$ cat src/design/byte_level_token_text_decoder_core_assert.svh
// Assertion macros shared by the byte-level text decoder RTL.
`ifndef BYTE_LEVEL_TOKEN_TEXT_DECODER_CORE_ASSERT_SVH
`define BYTE_LEVEL_TOKEN_TEXT_DECODER_CORE_ASSERT_SVH

// Checked on every clock edge outside reset.
`define BLTD_ASSERT(lbl, prop, msg) \
  lbl: assert property (@(posedge clk_i) disable iff (!rst_ni) prop) else $error(msg);

// Checked on every clock edge, reset included.
`define BLTD_ASSERT_ALWAYS(lbl, prop, msg) \
  lbl: assert property (@(posedge clk_i) prop) else $error(msg);

`endif

$ cat src/design/bltd_pkg.sv
// Types, constants and decode functions of the byte-level text decoder.
package bltd_pkg;

  localparam int unsigned MaxResults = 2;
  localparam int unsigned FifoDepth  = 4;
  localparam int unsigned PtrW       = $clog2(FifoDepth);
  localparam int unsigned FillW      = $clog2(FifoDepth + 1);
  localparam int unsigned HeldDepth  = 3;

  localparam logic [20:0] ReplacementCp = 21'h00FFFD;

  typedef struct packed {
    logic       ok;
    logic [7:0] value;
  } map_t;

  typedef struct packed {
    logic       last_of_run;
    logic       stream_end;
    logic       byte_valid;
    logic [7:0] out_byte;
  } res_t;

  // Sequence length set by a lead byte; stray bytes count as one.
  function automatic logic [2:0] lead_len(logic [7:0] b);
    if (b < 8'h80)                     return 3'd1;
    else if ((b & 8'hE0) == 8'hC0)     return 3'd2;
    else if ((b & 8'hF0) == 8'hE0)     return 3'd3;
    else if ((b & 8'hF8) == 8'hF0)     return 3'd4;
    else                               return 3'd1;
  endfunction

  // Lenient decode: continuation bytes are not checked.
  function automatic logic [20:0] decode_cp(logic [7:0] b0, logic [7:0] b1,
                                            logic [7:0] b2, logic [7:0] b3,
                                            logic [2:0] avail);
    if (b0 < 8'h80)
      return {13'd0, b0};
    else if ((b0 & 8'hE0) == 8'hC0 && avail >= 3'd2)
      return {10'd0, b0[4:0], b1[5:0]};
    else if ((b0 & 8'hF0) == 8'hE0 && avail >= 3'd3)
      return {5'd0, b0[3:0], b1[5:0], b2[5:0]};
    else if ((b0 & 8'hF8) == 8'hF0 && avail >= 3'd4)
      return {b0[2:0], b1[5:0], b2[5:0], b3[5:0]};
    else
      return ReplacementCp;
  endfunction

  // Inverse of the byte-to-unicode table.
  function automatic map_t inv_map(logic [20:0] cp);
    map_t       m;
    logic [6:0] n;
    m = '0;
    n = cp[6:0];
    if (cp < 21'h100) begin
      m.value = cp[7:0];
      m.ok = (cp >= 21'h21 && cp <= 21'h7E) || (cp >= 21'hA1 && cp <= 21'hAC) ||
             (cp >= 21'hAE);
    end else if (cp < 21'h180) begin
      if (n <= 7'd32) begin
        m.ok    = 1'b1;
        m.value = {1'b0, n};
      end else if (n <= 7'd66) begin
        m.ok    = 1'b1;
        m.value = {1'b0, n} + 8'h5E;
      end else if (n == 7'd67) begin
        m.ok    = 1'b1;
        m.value = 8'hAD;
      end
    end
    return m;
  endfunction

endpackage

$ cat src/design/byte_level_token_text_decoder_core.sv
// Byte-level token text decoder: UTF-8 regrouping, inverse byte map, result queue.
//
//  channel   dir  handshake              payload
//  s_axis    in   tvalid/tready          tdata[7:0] in_byte, tlast end_of_input
//  m_axis    out  tvalid/tready          tdata[7:0] out_byte, tuser[0] byte_valid,
//                                        tuser[1] last_of_run, tlast stream_end
//
// One byte is accepted per cycle while s_axis_tready is high; its results (zero to two) enter a four-entry
// result queue in the same edge, and the queue's head drives m_axis.
// Input ready is high while the queue has room for two results, so a stream
// yielding one result per byte runs at one byte per cycle while m_axis_tready stays high.
// A byte causing two results needs a separate m_axis transfer for each result.
// Reset clears the sequence state and empties the queue.
module byte_level_token_text_decoder_core (
  input  logic       clk_i,
  input  logic       rst_ni,
  input  logic       s_axis_tvalid,
  output logic       s_axis_tready,
  input  logic [7:0] s_axis_tdata,   // [7:0] in_byte
  input  logic       s_axis_tlast,   // end_of_input
  output logic       m_axis_tvalid,
  input  logic       m_axis_tready,
  output logic [7:0] m_axis_tdata,   // [7:0] out_byte
  output logic [1:0] m_axis_tuser,   // [0] byte_valid, [1] last_of_run
  output logic       m_axis_tlast    // stream_end
);
  import bltd_pkg::*;

  logic [7:0]       held_q [HeldDepth];
  logic [7:0]       held_d [HeldDepth];
  logic [1:0]       cnt_q, cnt_d;
  logic [2:0]       need_q, need_d;

  res_t             fifo_q [FifoDepth];
  logic [PtrW-1:0]  rd_ptr_q, wr_ptr_q;
  logic [FillW-1:0] fill_q, fill_d;

  logic             s_accept, m_accept;
  logic [1:0]       push_n;
  res_t             res0, res1;

  map_t             main_m, fa_m, fb_m;
  logic [7:0]       din, seq_b1, seq_b2, f1, f2;
  logic [1:0]       rest, n;

  assign din      = s_axis_tdata;
  assign s_accept = s_axis_tvalid && s_axis_tready;
  assign m_accept = m_axis_tvalid && m_axis_tready;

  assign seq_b1 = (cnt_q == 2'd1) ? din : held_q[1];
  assign seq_b2 = (cnt_q == 2'd2) ? din : held_q[2];

  always_comb begin
    cnt_d  = cnt_q;
    need_d = need_q;
    held_d = held_q;
    main_m = '0;
    fa_m   = '0;
    fb_m   = '0;
    rest   = 2'd0;
    n      = 2'd0;
    res0   = '0;
    res1   = '0;
    push_n = 2'd0;

    if (cnt_q == 2'd0) begin
      if (lead_len(din) == 3'd1) begin
        main_m = inv_map(decode_cp(din, din, din, din, 3'd1));
      end else begin
        held_d[0] = din;
        cnt_d     = 2'd1;
        need_d    = lead_len(din);
      end
    end else if ({1'b0, cnt_q} + 3'd1 >= need_q || cnt_q == 2'd3) begin
      main_m = inv_map(decode_cp(held_q[0], seq_b1, seq_b2, din, {1'b0, cnt_q} + 3'd1));
      cnt_d  = 2'd0;
      need_d = 3'd0;
    end else begin
      held_d[cnt_q] = din;
      cnt_d         = cnt_q + 2'd1;
    end

    // End of stream: drop the open lead and decode what follows it again.
    f1 = held_d[1];
    f2 = held_d[2];
    if (cnt_d == 2'd2)      rest = 2'd1;
    else if (cnt_d == 2'd3) rest = 2'd2;
    if (rest == 2'd1) begin
      fa_m = inv_map(decode_cp(f1, f1, f1, f1, 3'd1));
    end else if (rest == 2'd2) begin
      fa_m = inv_map(decode_cp(f1, f2, f2, f2, 3'd2));
      if ((f1 & 8'hE0) != 8'hC0) fb_m = inv_map(decode_cp(f2, f2, f2, f2, 3'd1));
    end

    if (main_m.ok) begin
      res0.out_byte = main_m.value;
      n = 2'd1;
    end
    if (s_axis_tlast) begin
      if (fa_m.ok) begin
        if (n == 2'd0) res0.out_byte = fa_m.value;
        else           res1.out_byte = fa_m.value;
        n = n + 2'd1;
      end
      if (fb_m.ok) begin
        if (n == 2'd0) res0.out_byte = fb_m.value;
        else           res1.out_byte = fb_m.value;
        n = n + 2'd1;
      end
      cnt_d  = 2'd0;
      need_d = 3'd0;
    end

    res0.byte_valid = (n != 2'd0);
    res1.byte_valid = 1'b1;
    if (s_axis_tlast && n == 2'd0) begin
      // bare end marker
      res0.stream_end  = 1'b1;
      res0.last_of_run = 1'b1;
      push_n           = 2'd1;
    end else begin
      push_n = n;
      if (n == 2'd1) begin
        res0.last_of_run = 1'b1;
        res0.stream_end  = s_axis_tlast;
      end else if (n == 2'd2) begin
        res1.last_of_run = 1'b1;
        res1.stream_end  = s_axis_tlast;
      end
    end
  end

  always_ff @(posedge clk_i or negedge rst_ni) begin
    if (!rst_ni) begin
      cnt_q  <= 2'd0;
      need_q <= 3'd0;
    end else if (s_accept) begin
      cnt_q  <= cnt_d;
      need_q <= need_d;
    end
  end

  always_ff @(posedge clk_i) begin
    if (s_accept) begin
      held_q <= held_d;
    end
  end

  // Result queue
  assign s_axis_tready = (fill_q <= FillW'(FifoDepth - MaxResults));
  assign m_axis_tvalid = (fill_q != '0);
  assign m_axis_tdata  = fifo_q[rd_ptr_q].out_byte;
  assign m_axis_tuser  = {fifo_q[rd_ptr_q].last_of_run, fifo_q[rd_ptr_q].byte_valid};
  assign m_axis_tlast  = fifo_q[rd_ptr_q].stream_end;

  always_comb begin
    fill_d = fill_q;
    if (s_accept) fill_d = fill_d + FillW'(push_n);
    if (m_accept) fill_d = fill_d - FillW'(1);
  end

  always_ff @(posedge clk_i or negedge rst_ni) begin
    if (!rst_ni) begin
      fill_q   <= '0;
      rd_ptr_q <= '0;
      wr_ptr_q <= '0;
    end else begin
      fill_q <= fill_d;
      if (m_accept) rd_ptr_q <= rd_ptr_q + PtrW'(1);
      if (s_accept) wr_ptr_q <= wr_ptr_q + PtrW'(push_n);
    end
  end

  always_ff @(posedge clk_i) begin
    if (s_accept && push_n != 2'd0) fifo_q[wr_ptr_q] <= res0;
    if (s_accept && push_n == 2'd2) fifo_q[wr_ptr_q + PtrW'(1)] <= res1;
  end

`include "byte_level_token_text_decoder_core_assert.svh"

  `BLTD_ASSERT(a_fill_bound, fill_q <= FillW'(FifoDepth), "result queue overflow")
  `BLTD_ASSERT(a_seq_consistent, (cnt_q != 2'd0) |-> ({1'b0, cnt_q} < need_q), "held count not below needed length")
  `BLTD_ASSERT(a_idle_no_need, (cnt_q == 2'd0) |-> (need_q == 3'd0), "needed length set with no held byte")
  `BLTD_ASSERT(a_end_clears, (s_accept && s_axis_tlast) |=> (cnt_q == 2'd0), "sequence state left open after end of stream")
  `BLTD_ASSERT(a_marker_closes, (m_axis_tvalid && !m_axis_tuser[0]) |-> (m_axis_tlast && m_axis_tuser[1]), "bare marker is not the stream's last item")

endmodule
$ cat config.mk
export PLATFORM = sky130hd
export DESIGN_NAME = byte_level_token_text_decoder_core
export DESIGN_NICKNAME = d
export VERILOG_FILES = /design/src/design/bltd_pkg.sv /design/src/design/byte_level_token_text_decoder_core.sv
export VERILOG_INCLUDE_DIRS = /design/src /design/src/design
export SDC_FILE = /design/constraint.sdc
export NUM_CORES = 1
export LEC_CHECK = 0
export ABC_AREA = 1
export ABC_CLOCK_PERIOD_IN_PS = 6700
export BUFFER_PORTS_ARGS = -buffer_cell sky130_fd_sc_hd__buf_2
export CORE_MARGIN = 5
export CORE_UTILIZATION = 41
export CTS_CLUSTER_DIAMETER = 60
export DETAILED_ROUTE_END_ITERATION = 8
export PLACE_DENSITY = 0.62
export SYNTH_ARGS = -nofsm -noshare
export SYNTH_HDL_FRONTEND = slang
export SYNTH_SLANG_ARGS = --single-unit
$ cat constraint.sdc
create_clock -name clk_i -period 6.7 [get_ports clk_i]
set_clock_uncertainty 0.1 [all_clocks]
set_input_delay 1.34 -clock clk_i [delete_from_list [all_inputs] [get_ports clk_i]]
set_output_delay 1.34 -clock clk_i [all_outputs]
set_load 0.05 [all_outputs]
* Word-level counts from Yosys, hierarchy flattened
Memories as Yosys holds them, arrays and structs flattened.
Index checks and enable logic that the tools add are counted.
** Storage, ports and cells
- Register bits after elaboration :: 36
- Memories kept :: 1
- Bits of input ports :: 13
- Output and inout bits :: 13
- Word-level logic and storage cells :: 251
- Bits in writable memories :: 44
** Cells by class
- Multiplexer cells :: 104
- Magnitude comparators :: 56
- Equal/unequal tests :: 27
- Reductions and logical operators :: 40
- Bitwise logic cells :: 1
- $add $sub $neg :: 14
** Memories
- fifo_q :: words 4, width 11, rd ports 1, clocked after memory_dff 0, write ports 2, RTL line byte_level_token_text_decoder_core.sv:34 : res_t fifo_q [FifoDepth];
** Operators with widths (count)
- 9-bit 2-to-1 mux :: 33
- 21-bit 2-to-1 mux :: 14
- 21-bit by 8-bit greater-or-equal comparator with 1-bit output, second input constant :: 10
- 21-bit by 9-bit < comparator with 1-bit output, second input constant :: 10
- 8-bit 2-to-1 mux :: 14
- 21-bit by 6-bit greater-or-equal comparator with 1-bit output, second input constant :: 5
- 21-bit by 7-bit less-or-equal comparator with 1-bit output, second input constant :: 5
- 21-bit by 8-bit less-or-equal comparator with 1-bit output, second input constant :: 5
- 16-bit 2-to-1 mux :: 6
- 7-bit by 7-bit adder with 8-bit output, second input constant :: 5
- 7-bit == test, second input constant :: 5
- 7-bit by 6-bit less-or-equal comparator with 1-bit output, second input constant :: 5
- 7-bit less-or-equal comparator, second input constant :: 5
- 3-bit 2-to-1 mux :: 11
- 8-bit < comparator, second input constant :: 4
- 2-bit 2-to-1 mux :: 16
- 24-bit bitwise mux :: 1
- 24-bit 2-to-1 mux :: 1
- 1-bit logical AND :: 19
- 8-bit demux with 2-bit select :: 1
- 2-bit == test, second input constant :: 7
- 6-bit 2-to-1 mux :: 2
- 1-bit logical OR :: 11
- 2-bit by 1-bit adder with 2-bit output, second input constant :: 5
- 22 further kinds :: 42

* Logic depth before layout (Yosys ltp)
- Depth in word-level cells :: 35
- Mapped depth :: 41
- Depth with buffers taken out :: 39

* Worst setup path before layout
No wires, ideal clock.
- Path type :: input to register
- From :: input s_axis_tdata[7]
- To :: register fill_q[2]
- Setup time :: 119 ps
- Arrival time :: 5556 ps
- Buffers on the path :: 2
- Slack :: 925 ps
- Stages on the path :: 33
- Cell sequence :: clkbuf_1 -> nand4_1 -> nand2_1 -> nand3_2 -> nor2_1 -> nor2_2 -> inv_1 -> ha_1 -> inv_1 -> nor2_1 -> nand2_1 -> nor2_1 -> nor2_1 -> nand3_1 -> nor2_1 -> nor2_2 -> nand2_1 -> nand2_2 -> buf_4 -> inv_1 -> ha_1 -> o21ai_1 -> o21ai_0 -> inv_1 -> ha_1 -> inv_1 -> fa_1 -> nand2_1 -> o21ai_0 -> ha_1 -> nand3_1 -> xnor2_1 -> inv_1
** Between the ends
- Cells in the longest elaborated chain, start to end :: 28
- Elaborated cells on any way between the ends :: 135
- Those cells by class :: 4 x add/sub; 39 x order compare; 14 x eq/ne; 60 x mux; 18 x reduce/logical
** RTL lines
- start: declaration :: RTL line byte_level_token_text_decoder_core.sv:19 : input logic [7:0] s_axis_tdata,
- parallel branches: the longest is 20 deep, another holds 21-bit by 6-bit greater-or-equal comparator with 1-bit output
- 2-bit 2-to-1 mux * :: RTL line byte_level_token_text_decoder_core.sv:99 : if (s_axis_tlast) begin
- 2-bit logical NOT :: RTL line byte_level_token_text_decoder_core.sv:116 : if (s_axis_tlast && n == 2'd0) begin
- 1-bit logical AND :: RTL line byte_level_token_text_decoder_core.sv:116
- 2-bit 2-to-1 mux * :: RTL line byte_level_token_text_decoder_core.sv:116
- 3-bit by 2-bit adder with 3-bit output * :: RTL line byte_level_token_text_decoder_core.sv:158 : if (s_accept) fill_d = fill_d + FillW'(push_n);
- 3-bit 2-to-1 mux * :: RTL line byte_level_token_text_decoder_core.sv:158
- 3-bit by 1-bit subtractor with 3-bit output :: RTL line byte_level_token_text_decoder_core.sv:159 : if (m_accept) fill_d = fill_d - FillW'(1);
- 3-bit 2-to-1 mux * :: RTL line byte_level_token_text_decoder_core.sv:159
- net fill_d[2] :: RTL line byte_level_token_text_decoder_core.sv:36 : logic [FillW-1:0] fill_q, fill_d;
- end signal: assignment :: RTL line byte_level_token_text_decoder_core.sv:168 : fill_q <= fill_d;
- end: declaration :: RTL line byte_level_token_text_decoder_core.sv:36
Mark *: on every way through the listed nets, which the timed path passes. The select of a mux whose other input is x is not followed.
A chain may end at the register's enable or synchronous reset.

* Final worst setup path
- From :: register cnt_q[0]
- To :: register fill_q[2]
** Between the ends
- Cells in the longest elaborated chain, start to end :: 33
- Elaborated cells on any way between the ends :: 151
- Those cells by class :: 6 x add/sub; 44 x order compare; 13 x eq/ne; 63 x mux; 1 x bitwise; 24 x reduce/logical
** RTL lines
- start: declaration :: RTL line byte_level_token_text_decoder_core.sv:31 : logic [1:0] cnt_q, cnt_d;
- start signal: assignment :: RTL line byte_level_token_text_decoder_core.sv:138 : cnt_q <= cnt_d;
- parallel branches: the longest is 25 deep, another holds 8-bit < comparator
- 2-bit 2-to-1 mux * :: RTL line byte_level_token_text_decoder_core.sv:99
- 2-bit logical NOT :: RTL line byte_level_token_text_decoder_core.sv:116
- 1-bit logical AND :: RTL line byte_level_token_text_decoder_core.sv:116
- 2-bit 2-to-1 mux * :: RTL line byte_level_token_text_decoder_core.sv:116
- 3-bit by 2-bit adder with 3-bit output * :: RTL line byte_level_token_text_decoder_core.sv:158
- 3-bit 2-to-1 mux * :: RTL line byte_level_token_text_decoder_core.sv:158
- 3-bit by 1-bit subtractor with 3-bit output :: RTL line byte_level_token_text_decoder_core.sv:159
- 3-bit 2-to-1 mux * :: RTL line byte_level_token_text_decoder_core.sv:159
- net fill_d[2] :: RTL line byte_level_token_text_decoder_core.sv:36
Marked as above.

==> metrics.md <==
| Metric | Value |
|---|---|
| Largest net degree at the start of global routing | `39` |
| Post-Syn Area | `just under 7000 um2` |
| Slowest-stage cell, CP | `dfrtp_1` |
| Routed wire length | `just over 20000 um` |
| DRT Pass-1 Iters | `6` |
| CP delay by family, top | `adder cells` |
| Pwr dens | `around 330 nW/um2` |
| Ys Warns | `0` |
| Clock latency on the worst-skew pair | `between 0.3 and 0.4 ns` |
| CP arrival | `around 6.2 ns` |
| Critical Path Fanout Max | `21` |
| Worst slew pin tran | `0.983 ns` |
| WHS Endpoint | `fifo_q[0][8]` |
| Total number of vias | `about 7000` |
| N_diodes | `0` |
| Final hold violation count | `0` |
| # nets final | `1086` |
| Gate Count Post-Synth | `between 1000 and 1500` |
| Ys flop type | `edfxtp_1` |
| FF-to-FF path depth | `39` |
| Min-Delay Startpoint | `fifo_q[0][8]` |
| Relative slew slack | `around 34%` |
| Post-CTS Resized | `0` |
| Worst hold path depth | `2` |
| Status | `finished clean` |
| Core ar. | `roughly 16000 um2` |
| Total grt overflow | `0` |
| Post-route ant nets | `0` |
| Worst Setup Path Type | `flop to flop` |
| Reg-to-Reg End | `fill_q[2]` |
| Synthesized net count | `between 1000 and 1500` |
| Max-cap violations | `0` |
| Final Max Tran Viols | `0` |
| Share of cells above drive strength 1 | `between 10 and 15%` |
| Synthesis-to-layout area growth | `9.94%` |
| Delay of the slowest critical-path stage | `0.45 ns` |
| Global placement routability congestion | `between 1 and 1.5` |
| Number of library cell types mapped by synthesis | `46` |
| DR iter-0 viols | `around 740` |
| CTS hold repair buffers | `0` |
| CTS tree | `built` |
| Total power | `approximately 2.5 mW` |
| Ports | `26` |
| Critical path endpoint category | `flop` |
| Syn_area_per_cell | `between 6 and 7 um2` |
| Buffers on Ports | `25` |
| Chip height | `around 140 um` |
| Buffers & Inverters on Critical Path | `9` |
| LEAKAGE | `approximately 3.5 nW` |
| Vias in the first global route | `around 6100` |
| Die W | `about 140 um` |
| Setup crit start kind | `flop` |
| Sequential element share of the synthesized area | `between 30% and 40%` |
| DP HPWL | `~16000 um` |
| FF-to-FF setup slack | `between 0.6 and 0.7 ns` |
| Reg-to-Reg Start | `cnt_q[0]` |
| Clock root buffer | `clkbuf_16` |
| GRT Total Usage | `around a fifth` |
| WHS | `approximately 0.37 ns` |
| Initial antenna violation count | `0` |
| Vias/cell | `between 5 and 6` |
| Commonest non-fill, non-tap cell in the layout | `nand2_1` |
| # rows | `47` |
| Die area | `around 19000 um2` |
| Longest Clk Path Bufs | `2` |
| Worst hold path class | `flop to flop` |
| RSZ-0062 raised after global routing | `no` |
| Final Setup Violations | `0` |
| Fin Setup TNS | `0 ns` |
| Clock-pin transition on the worst setup and hold timing paths | `around 0.06 ns` |
| First-pass GRT wire length | `32900 um` |
| Minimum clock period | `between 6 and 7 ns` |
| Fin crit share | `roughly 90%` |
| Post-synth EDFFs | `64` |
| Seq cells post-synth | `80` |
| Crit path top cell by count | `inv_1` |
| Total CTS buffers | `9` |
| DRC | `0` |
| Setup bufs post-CTS | `0` |
| Most frequent cells in the layout | `nand2_1 (323), inv_1 (133), nand3_1 (108), nor2_1 (107), o21ai_0 (77)` |
| Post-DR wirelength/cell | `around 16 um` |
| Initial core utilization | `between 40% and 50%` |
| Synth async-reset ratio | `15.0%` |
| CP required | `between 6 and 7 ns` |
| Highest clock rate | `approximately 170 MHz` |
| H-Tree Level Count | `3` |
| Clk sinks | `80` |
| Worst vdd ir | `about 0.0002 V` |
## power breakdown
group          switching, mW  total [mW]  internal [mW]
logic                  0.920        1.23          0.307
clock network          0.220       0.524          0.304
registers             0.0804       0.729          0.648
total                   1.22        2.48           1.26
## layout make-up
class	instances	area [um2]
repair buffers	36	208
inverters	143	539
clock buffers	10	239
flip-flops and latches	80	2300
well taps	220	275
clock inverters	6	75.1
multi-input cells	781	3860
fillers	1749	8970
## cell usage after synthesis, types with 2 or more instances
| master | instances | share of area, % |
|---|---|---|
| nor2_1 | 108 | 5.9 |
| nand2_2 | 8 | 0.73 |
| nor2_2 | 4 | 0.37 |
| o21ai_1 | 13 | 0.95 |
| edfxtp_1 | 64 | 28 |
| nor3_4 | 3 | 0.72 |
| o21a_1 | 2 | 0.22 |
| nor3_2 | 3 | 0.44 |
| dfxtp_1 | 4 | 1.2 |
| xor2_1 | 4 | 0.51 |
| o211ai_1 | 4 | 0.44 |
| nor4_1 | 2 | 0.18 |
| a31oi_1 | 2 | 0.18 |
| nand4_1 | 29 | 2.7 |
| nand2_1 | 324 | 18 |
| dfrtp_1 | 12 | 4.4 |
| nand3_2 | 6 | 0.88 |
| nor2_4 | 4 | 0.66 |
| nand2_4 | 3 | 0.50 |
| o311ai_0 | 2 | 0.26 |
| clkbuf_1 | 11 | 0.61 |
| a21oi_1 | 15 | 1.1 |
| buf_4 | 7 | 0.77 |
| o22ai_1 | 14 | 1.3 |
| inv_1 | 133 | 7.3 |
| xnor2_1 | 2 | 0.26 |
| nand3_1 | 108 | 7.9 |
| buf_2 | 3 | 0.22 |
| ha_1 | 21 | 3.9 |
| buf_1 | 4 | 0.22 |
| or2_2 | 3 | 0.28 |
| o21ai_2 | 4 | 0.51 |
| o21ai_0 | 78 | 5.7 |
| inv_2 | 9 | 0.50 |
| nor3_1 | 6 | 0.44 |
## per-stage QoR
stage,std cells,setup WS (ns),instance area (um2),utilization (%)
after global placement,1260,0.532,7170,43.5
after global routing,1276,0.00508,7500,45.5
after detailed placement,1260,0.402,7170,43.5
after CTS,1276,0.374,7480,45.4
after floorplan,1030,0.925,6820,-
final,1276,0.649,7500,45.5
## metal layers
layer  up-vias  GRT usage, %  wire length [um]
met5         -             0                 0
met4         0          5.66               296
met3        19          4.07              1670
met2       266          30.9              8840
met1      3109          31.6              9730
li1       3429             -                 -
## worst register-to-register path, delay by kind of cell (launching register included)
kind,cells,cell delay (ns)
AOI/OAI and AO/OA,5,0.72
xor gates and xnor gates,1,0.12
adders and majority gates,7,1.93
buffers and inverters,9,0.80
and+or+nand+nor,17,1.83
DFF,1,0.45
## registers in the layout (all words and copies together) (netlist names)
signal	flops
wr_ptr_q	2
fifo_q	44
cnt_q	2
held_q	24
rd_ptr_q	2
fill_q	3
need_q	3
## cells by family after synthesis
group	share of synthesized area [%]
buffers and inverters	9.89
and+or+nand+nor	40.0
muxes	0.147
DFF	33.8
AOI/OAI and AO/OA	11.3
adders and majority gates	4.15
xor gates and xnor gates	0.770
## how the worst max path moves through the flow
| stage | slack, ns | startpoint | cells after the start | to |
|---|---|---|---|---|
| finish | 0.65 | cnt_q[0] | 39 | fill_q[2] |
| global route | 0.005 | cnt_q[0] | 39 | fill_q[2] |
| global placement | 0.53 | cnt_q[0] | 37 | fill_q[2] |
| CTS | 0.37 | cnt_q[0] | 37 | fill_q[2] |
| detailed placement | 0.40 | s_axis_tdata[7] | 32 | fill_q[2] |
| floorplan | 0.92 | s_axis_tdata[7] | 33 | fill_q[2] |
No activity file was read; power rests on OpenSTA's default activity.
